`config.mk`:
```
export PLATFORM = sky130hd
export DESIGN_NAME = sfir_cfg
export DESIGN_NICKNAME = d
export VERILOG_FILES = /design/src/rtl/sfir_pkg.sv /design/src/rtl/sfir_cfg.sv
export SDC_FILE = /design/constraint.sdc
export NUM_CORES = 1
export LEC_CHECK = 0
export BUFFER_PORTS_ARGS = -buffer_cell sky130_fd_sc_hd__buf_2
export CORE_UTILIZATION = 35
export CTS_BUF_LIST = sky130_fd_sc_hd__clkbuf_2
export DETAILED_ROUTE_END_ITERATION = 12
export PLACE_DENSITY_LB_ADDON = 0.3
export SKIP_CTS_REPAIR_TIMING = 1
export SLEW_MARGIN = 25
export SYNTH_ARGS = -nofsm -noshare
export SYNTH_HDL_FRONTEND = slang
export SYNTH_SLANG_ARGS = --single-unit
```
`constraint.sdc`:
```
create_clock -name clk_i -period 0.8 [get_ports clk_i]
set_input_delay 0.12 -clock clk_i [delete_from_list [all_inputs] [get_ports clk_i]]
set_output_delay 0.12 -clock clk_i [all_outputs]
set_load 0.01 [all_outputs]
```
`src/rtl/sfir_pkg.sv`:
```
// Shared types, sizes and constants for the symmetric FIR load-cell filter.
// No dependencies; every other file refers to this package by scoped names.
package sfir_pkg;

  localparam int SampleW   = 24;
  localparam int CoeffW    = 16;
  localparam int FracBits  = 16;
  localparam int LineDepth = 16;
  localparam int NumCoeffs = LineDepth / 2;
  localparam int CoeffIdxW = $clog2(NumCoeffs);
  localparam int CfgIdxW   = CoeffIdxW + 1;
  // Number of delay-line entries that contribute to the sum (2 to 16).
  localparam int Taps      = 16;

  localparam int PairW = SampleW + 1;
  localparam int ProdW = PairW + CoeffW;
  localparam int Sum2W = ProdW + 1;
  localparam int Sum4W = ProdW + 2;
  localparam int AccW  = ProdW + 3;

  localparam logic [SampleW-1:0] SignFlip = SampleW'(1) << (SampleW - 1);
  localparam logic [SampleW-1:0] OutMax   = '1;

  typedef logic [SampleW-1:0] sample_t;
  typedef logic [CoeffW-1:0]  coeff_t;
  typedef coeff_t [NumCoeffs-1:0] coeff_arr_t;

  typedef enum logic [CfgIdxW-1:0] {
    COEFF_OUTER0 = 4'd0,
    COEFF_OUTER1 = 4'd1,
    COEFF_OUTER2 = 4'd2,
    COEFF_OUTER3 = 4'd3,
    COEFF_INNER3 = 4'd4,
    COEFF_INNER2 = 4'd5,
    COEFF_INNER1 = 4'd6,
    COEFF_INNER0 = 4'd7
  } cfg_reg_e;

  localparam coeff_arr_t CoeffReset = {
    16'd4153, 16'd4147, 16'd4137, 16'd4120,
    16'd4099, 16'd4071, 16'd4039, 16'd4002
  };

  // True when delay-line entry k takes part in the weighted sum.
  function automatic logic tap_used(input int k);
    return k < Taps;
  endfunction

endpackage

```
`src/rtl/sfir_cfg.sv`:
```
// Coefficient register bank of the symmetric FIR filter: write decode and storage.
// Depends on sfir_pkg.
module sfir_cfg (
  input  logic                        clk_i,
  input  logic                        rst_ni,
  input  logic                        cfg_we_i,
  input  logic [sfir_pkg::CfgIdxW-1:0] cfg_index_i,
  input  sfir_pkg::coeff_t            cfg_data_i,
  output sfir_pkg::coeff_arr_t        coeff_o
);

  sfir_pkg::coeff_arr_t coeff_d, coeff_q;

  always_comb begin
    coeff_d = coeff_q;
    if (cfg_we_i) begin
      unique case (cfg_index_i) inside
        sfir_pkg::COEFF_OUTER0, sfir_pkg::COEFF_OUTER1, sfir_pkg::COEFF_OUTER2,
        sfir_pkg::COEFF_OUTER3, sfir_pkg::COEFF_INNER3, sfir_pkg::COEFF_INNER2,
        sfir_pkg::COEFF_INNER1, sfir_pkg::COEFF_INNER0: begin
          coeff_d[cfg_index_i[sfir_pkg::CoeffIdxW-1:0]] = cfg_data_i;
        end
        // drop writes to unmapped indexes
        default: ;
      endcase
    end
  end

  always_ff @(posedge clk_i or negedge rst_ni) begin
    if (!rst_ni) begin
      coeff_q <= sfir_pkg::CoeffReset;
    end else begin
      coeff_q <= coeff_d;
    end
  end

  assign coeff_o = coeff_q;

endmodule

```
; Yosys cells after proc, flatten, opt, wreduce, memory -nomap -nowiden
; Cells that the tools add are included.
[classes]
mux = 3
n_lt_le_gt_ge = 2
n_eq_ne = 7
n_reduce_logical = 4
[op_table]
columns = operator, count
row1 = 128-bit bitwise mux, 1
row2 = 16-bit demux with 3-bit select, 1
row3 = "4-bit by 3-bit == test with 1-bit output, second input constant", 4
row4 = 16-bit 2-to-1 mux, 1
row5 = "4-bit by 2-bit == test with 1-bit output, second input constant", 2
row6 = 8-bit OR reduction, 1
row7 = "4-bit by 1-bit == test with 1-bit output, second input constant", 1
row8 = 4-bit zero test, 1
row9 = "3-bit by 4-bit < comparator with 1-bit output, second input constant", 1
row10 = "3-bit by 1-bit >= comparator with 1-bit output, second input constant", 1
row11 = 2-bit AND reduction, 1
row12 = 1-bit logical AND, 1
[totals]
word_cells = 24
regBits = 128
input_bits = 23

; Logic depth before layout (Yosys ltp)
; Gate-level depths: netlist (run 1).
[logic_depth]
depth_word = 5
ltp_mapped = 5
depth_no_buf = 3

; Worst setup path before layout (run 1)
; Ideal clock, no wire load.
[synth_path]
path_kind = input to register
from = input port cfg_index_i[1] (netlist bit)
to = register coeff_q, in the netlist coeff_o[102]
path_stages = 4
path_buffers = 2
path_slack_ps = -566
required_ps = 675
arrival_time_ps = 1241
cell_sequence = buf_2 nor3b_2 buf_4 mux2_2
[synth_between]
elab_chain_len = 5
word_cells_on_any_way = 16
cone_classes = order compare: 2 / eq/ne: 7 / mux: 3 / reduce/logical: 4
[synth_rtl]
columns = element, line
row1 = from (decl), sfir_cfg.sv:7  ; input logic [sfir_pkg::CfgIdxW-1:0] cfg_index_i,
row2 = 3-bit by 4-bit < comparator with 1-bit output (implied by the code) / 3-bit by 1-bit >= comparator with 1-bit output (equally long branches), sfir_cfg.sv:21  ; coeff_d[cfg_index_i[sfir_pkg::CoeffIdxW-1:0]] = cfg_data_i;
row3 = 1-bit logical AND (implied by the code), sfir_cfg.sv:21
row4 = 16-bit 2-to-1 mux (implied by the code), sfir_cfg.sv:21
row5 = 16-bit demux with 3-bit select, sfir_cfg.sv:21
row6 = 128-bit bitwise mux, sfir_cfg.sv:21
row7 = to (signal assigned), sfir_cfg.sv:31  ; coeff_q <= sfir_pkg::CoeffReset;
row8 = to (signal assigned), sfir_cfg.sv:33  ; coeff_q <= coeff_d;
row9 = to (decl), sfir_cfg.sv:12  ; sfir_pkg::coeff_arr_t coeff_d, coeff_q;
; Several ways; a longest one is shown, not always the timed one.
; A chain may end at the register's enable or synchronous reset.

; Worst setup path in the final report (run 1)
[layout_path]
from = register coeff_q, in the netlist coeff_o[117]
to = output port coeff_o[117] (netlist bit)
[layout_lines]
columns = element, line
row1 = to (decl), sfir_cfg.sv:9  ; output sfir_pkg::coeff_arr_t coeff_o
; No word-level cell between the ends.

==> results of run 1 <==
## cell type report
class | count | share of cell area [%]
timing repair buffer | 231 | 26.0
sequential | 128 | 43.7
clock buffer | 19 | 1.27
clock inverter | 13 | 2.28
multi-input combinational | 140 | 23.8
tap | 180 | 3.02
## final timing paths
| kind | start | end | slack [ns] | cells after the start |
|---|---|---|---|---|
| worst min register to register | coeff_o[2] | coeff_o[2] | 0.52 | 1 |
| max in group asynchronous | rst_ni | coeff_o[11] | -0.08 | 3 |
| worst min-delay path | rst_ni | coeff_o[87] | 0.04 | 3 |
| worst max-delay path | coeff_o[117] | coeff_o[117] | -0.70 | 1 |
| worst max register to register | coeff_o[61] | coeff_o[61] | -0.12 | 2 |
| min in group clk_i | cfg_index_i[3] | coeff_o[23] | 0.07 | 5 |
## per-stage QoR
step	area, sq um	power [mW]	std cells	hold slack (ns)
floorplan	5140	11.7	280	-0.176
global placement	6310	13.9	622	0.0113
detailed placement	6310	14.1	622	0.0146
CTS	6580	18.5	654	-0.809
global route	7470	21.2	711	-0.0577
finish	7470	20.1	711	0.0394
## kinds of logic (layout without fill, tap and decap cells)
logic type    after synthesis  after routing
flops                     128            128
mux                       128            128
simple gates               12             12
buf+inv                    12            263
## layout by cell type (no fill, tap or decap), types with 4 or more instances in the layout
cell type	n
buf_12	11
buf_2	92
buf_4	42
buf_6	67
bufinv_16	4
clkbuf_2	19
dfrtp_1	82
dfstp_2	46
dlygate4sd3_1	19
mux2_2	74
mux2_4	54
## metal layers
layer,track usage (%),wire length [um]
met5,0,0
met4,5.79,117
met3,6.48,938
met2,25.4,5960
met1,25.2,6090
## power by group through the flow
stage / sequential, mW / combinational (mW) / clock [mW]
floorplan: 9.96 / 1.75 / 0
global placement: 9.28 / 4.64 / 0
detailed placement: 9.34 / 4.71 / 0
CTS: 9.23 / 4.72 / 4.56
global route: 9.55 / 6.75 / 4.85
finish: 9.38 / 6.32 / 4.37
==> results.sh, run 1 <==
export IMPL_worst_slew_margin_rel_pct=70.0
export IMPL_clock_sinks=128
export IMPL_clk_pin_slew_ns=0.19
export IMPL_rsz0062_at_grt="true"
export IMPL_area_growth_pct=50.8
export IMPL_yosys_area_top_type="dfrtp_1"
export IMPL_path_max_fanout=2
export IMPL_synthArstFlopShare_pct=100
export IMPL_synthXorXnorAreaFrac_pct=0
export IMPL_synth_flop_cell="dfrtp_1"
export IMPL_dp_hpwl_mm=8.71
export IMPL_clk_path_buf_depth=2
export IMPL_antenna_found_initial=0
export IMPL_synth_edf_count=0
export IMPL_power_frac_comb_pct=31.5
export IMPL_regArea_sq_mm=0.00326
export IMPL_max_stage_delay_ns=0.61
export IMPL_route_detailed_drc=0
export IMPL_synth_top_family_by_area="multiplexers"
export IMPL_cts_tree="yes"
export IMPL_violations="negative setup slack"
export IMPL_synthTopCellsByCount="117 x mux2_2, 82 x dfrtp_1, 46 x dfstp_2"
export IMPL_wl_per_cell_um=18.4
export IMPL_synthesis_instances=280
export IMPL_die_area_sq_mm=0.0146
export IMPL_finalHoldViolations=0
export IMPL_fp_dieH_um=121
export IMPL_final_nets=541
export IMPL_drt_initial_drc_count=111
export IMPL_cts_max_level=4
export IMPL_synth_top_area_share_pct=41.4
export IMPL_synthAdderAreaFrac_pct=0
export IMPL_endpoint_kind="output pin"
export IMPL_setup_violations_final=180
export IMPL_p_leak_nw=3.63
export IMPL_synth_seq_cells=128
export IMPL_syn_area_sq_mm=0.00495
export IMPL_fin_crit_sh_pct=188
export IMPL_switchingPower_mw=5.66
export IMPL_tightest_slew_ns=0.450
export IMPL_critPathLaunchType="flip-flop"
export IMPL_setup_ws_ns=-0.704
export IMPL_synth_compound_area_share_pct=0
export IMPL_die_width_um=121
export IMPL_pre_cts_slack_ns=-0.678
export IMPL_synth_nets=303
export IMPL_muxShareOfSynthArea_pct=29.9
export IMPL_clock_skew_ns=0
export IMPL_cp_data_arrival_time_ns=1.38
export IMPL_ys_types=18
export IMPL_pwr_share_clk_pct=21.8
export IMPL_ios=151
export IMPL_internal_power_mw=14.4
export IMPL_crit_chain="buf_6"
export IMPL_final_max_slew_violation_count=0
export IMPL_synth_most_common_cell="mux2_2"
export IMPL_hold_class="input port to asynchronous set/reset pin"
export IMPL_crit_family="flip-flops"
export IMPL_gp_congestion=0.719
export IMPL_fillCellCount=1166
export IMPL_drive_gt1_share_pct=79.7
export IMPL_grt_pass1_vias=3208
export IMPL_rows=43
export IMPL_max_freq_mhz=665
export IMPL_antenna_diode_count=0
export IMPL_insertion_delay_ns=0.66
export IMPL_switching_share_pct=28.2
export IMPL_p_per_area_mw_per_mm2=2690
export IMPL_coreArea_sq_mm=0.0138
export IMPL_port_buffers=150
export IMPL_crit_type="flip-flop to output pin"
export IMPL_globalRouteOverflowTotal=0
export IMPL_firstDrtPassIters=4
export IMPL_synth_seq_area_share_pct=65.9
export IMPL_critPathBufInv=1
export IMPL_cts_buffers=17
export IMPL_ant_nets=0
export IMPL_viasPerCell=4.61
export IMPL_timing_setup_tns_ns=-79.29
export IMPL_clockRootBuffer="clkbuf_2"
export IMPL_utilization_pct=54.0
export IMPL_multi_input_area_sq_mm=0.00178
export IMPL_drt_wl_total_mm=13.1
export IMPL_synthSimpleGateAreaFrac_pct=2.48
export IMPL_grt_max_degree=29
export IMPL_seqPwrFrac_pct=46.7
export IMPL_crit_required_ns=0.68
export IMPL_outcome="finished with violations"
export IMPL_fin_crit_ns=1.50
export IMPL_grt_pass1_wl_mm=18.9
export IMPL_grtUsageTotal_pct=17.9
export IMPL_yosys_warnings=0
export IMPL_netlist_top_cells_area="dfrtp_1 41%, mux2_2 27%, dfstp_2 24%, mux2_4 3.0%, nor3b_4 0.76%"
export IMPL_largest_reg_flops=128
export IMPL_start_util_pct=35.8
export IMPL_cap_violations=0
export IMPL_ir_worst_vdd_mv=1.32
export IMPL_via_count=3280
export IMPL_syn_avg_cell_area_sq_um=17.7
export IMPL_critPathSlowestCell="dfstp_2"
(Power assumes the default switching activity.)
==> run 2, diff against run 1 <==
- CORE_UTILIZATION: 35 -> 40
==> run 2 against run 1 <==
Effect of this change:
- final cell count decreased by 1.7%
- die area decreased by 12%
- critical path type unchanged
- count of clock-buffer cells in the layout increased by 8
- register-to-register slack about the same
- critical endpoint is now coeff_o[49]
- the flow still finishes with violations (negative setup slack)
- non-clock buffer count decreased by 2
- hold slack got worse by 0.034 ns
- clock skew unchanged
- fmax increased by 1.4%
- total power decreased by 7.4%
- clock power decreased by 31%
==> results.sh, run 2 (synthesized netlist as in run 1, its figures left out) <==
export IMPL_outcome="finished with violations"
export IMPL_violations="negative setup slack"
export IMPL_via_count=3276
export IMPL_switchingPower_mw=5.40
export IMPL_crit_family="flip-flops"
export IMPL_clock_sinks=128
export IMPL_pwr_share_clk_pct=16.2
export IMPL_grt_max_degree=65
export IMPL_p_leak_nw=3.58
export IMPL_grtUsageTotal_pct=19.2
export IMPL_route_detailed_drc=0
export IMPL_final_max_slew_violation_count=0
export IMPL_tightest_slew_ns=0.452
export IMPL_clockRootBuffer="clkbuf_2"
export IMPL_critPathLaunchType="flip-flop"
export IMPL_fin_crit_ns=1.48
export IMPL_drt_initial_drc_count=130
export IMPL_die_area_sq_mm=0.0128
export IMPL_critPathSlowestCell="dfstp_2"
export IMPL_finalHoldViolations=0
export IMPL_ios=151
export IMPL_seqPwrFrac_pct=50.4
export IMPL_final_cell_mix="93 x buf_2, 82 x dfrtp_1, 74 x mux2_2"
export IMPL_reg2reg_slack_ns=-0.13
export IMPL_crit_required_ns=0.68
export IMPL_fin_crit_sh_pct=185
export IMPL_power_frac_comb_pct=33.4
export IMPL_critPathBufInv=1
export IMPL_grt_pass1_wl_mm=18.1
export IMPL_max_stage_delay_ns=0.59
export IMPL_clk_path_buf_depth=2
export IMPL_grt_pass1_vias=3166
export IMPL_dp_hpwl_mm=8.06
export IMPL_start_util_pct=41.0
export IMPL_dpl_cell_area_sq_mm=0.00628
export IMPL_antenna_found_initial=0
export IMPL_path_max_fanout=2
export IMPL_rows=40
export IMPL_endpoint_kind="output pin"
export IMPL_setup_ws_ns=-0.683
export IMPL_crit_type="flip-flop to output pin"
export IMPL_ir_worst_vdd_mv=1.30
export IMPL_clk_pin_slew_ns=0.18
export IMPL_utilization_pct=60.4
export IMPL_switching_share_pct=29.1
export IMPL_viasPerCell=4.69
export IMPL_layout_commonest_cell="buf_2"
export IMPL_p_per_area_mw_per_mm2=2550
export IMPL_rsz0062_at_grt="true"
export IMPL_insertion_delay_ns=0.65
export IMPL_drt_wl_total_mm=12.4
export IMPL_port_buffers=150
export IMPL_wl_per_cell_um=17.8
export IMPL_globalRouteOverflowTotal=0
export IMPL_area_growth_pct=47.2
export IMPL_drive_gt1_share_pct=79.8
export IMPL_final_nets=539
export IMPL_coreArea_sq_mm=0.0121
export IMPL_largest_reg_flops=128
export IMPL_setup_violations_final=292
export IMPL_hold_class="input port to flip-flop"
export IMPL_cts_tree="yes"
export IMPL_clock_skew_ns=0
export IMPL_internal_power_mw=13.2
export IMPL_cp_data_arrival_time_ns=1.36
export IMPL_cts_buffers=17
export IMPL_cts_max_level=4
export IMPL_fp_dieH_um=113
export IMPL_worst_slew_margin_rel_pct=69.9
export IMPL_max_freq_mhz=674
export IMPL_final_area_sq_mm=0.00729
export IMPL_ant_nets=0
export IMPL_firstDrtPassIters=4
export IMPL_crit_chain="buf_6"
export IMPL_gp_congestion=0.717
export IMPL_cap_violations=0
export IMPL_die_width_um=113
==> run 2: path summary, 6_finish.rpt <==
check	end	from	cells past startpoint
min	coeff_o[44]	cfg_index_i[0]	4
max	coeff_o[49]	coeff_o[49]	1
min in group asynchronous	coeff_o[72]	rst_ni	3
min reg2reg	coeff_o[2]	coeff_o[2]	1
max in group asynchronous	coeff_o[116]	rst_ni	4
max reg2reg	coeff_o[89]	coeff_o[89]	2
==> run 2: power by group through the flow <==
stage / registers [mW] / clock network [mW] / logic [mW]
2_1_floorplan: 9.96 / 0 / 1.75
4_1_cts: 9.20 / 3.18 / 4.67
3_3_place_gp: 9.25 / 0 / 4.57
3_5_place_dp: 9.31 / 0 / 4.66
5_1_grt: 9.53 / 3.49 / 6.60
6_report: 9.37 / 3.02 / 6.20
==> run 2: worst min-delay path: stages <==
cell and delay [ns]:
buf_2 0.11, nand3b_2 0.16, buf_4 0.13, mux2_2 0.15
==> run 2: final cells by class <==
class	count	area [sq um]
Clock inverter	5	21.3
Tap cell	168	210
Timing Repair Buffer	229	1880
Sequential cell	128	3260
Clock buffer	27	135
Fill cell	945	4770
Multi-Input combinational cell	140	1780
Antenna cell	2	5.00
==> run 2: layer usage <==
metal  vias up  wire length, um  global-route usage (%)
met5         -                0                       0
met4         0              125                    7.11
met3        15              837                    7.34
met2       119             5990                    29.0
met1      1668             5460                    25.1
li1       1474                -                       -
==> run 2: through the flow <==
| step | setup WS [ns] | hold slack [ns] | TNS [ns] | std cells | total power, mW |
|---|---|---|---|---|---|
| 3_5_place_dp | -0.654 | -0.0688 | -70.48 | 611 | 14.0 |
| 2_1_floorplan | -0.515 | -0.176 | -44.41 | 280 | 11.7 |
| 5_1_grt | -0.811 | -0.0620 | -116.40 | 697 | 19.6 |
| 4_1_cts | -0.777 | -0.859 | -85.87 | 643 | 17.1 |
| 3_3_place_gp | -0.641 | -0.0694 | -67.86 | 611 | 13.8 |
| 6_report | -0.683 | 0.00561 | -104.60 | 699 | 18.6 |
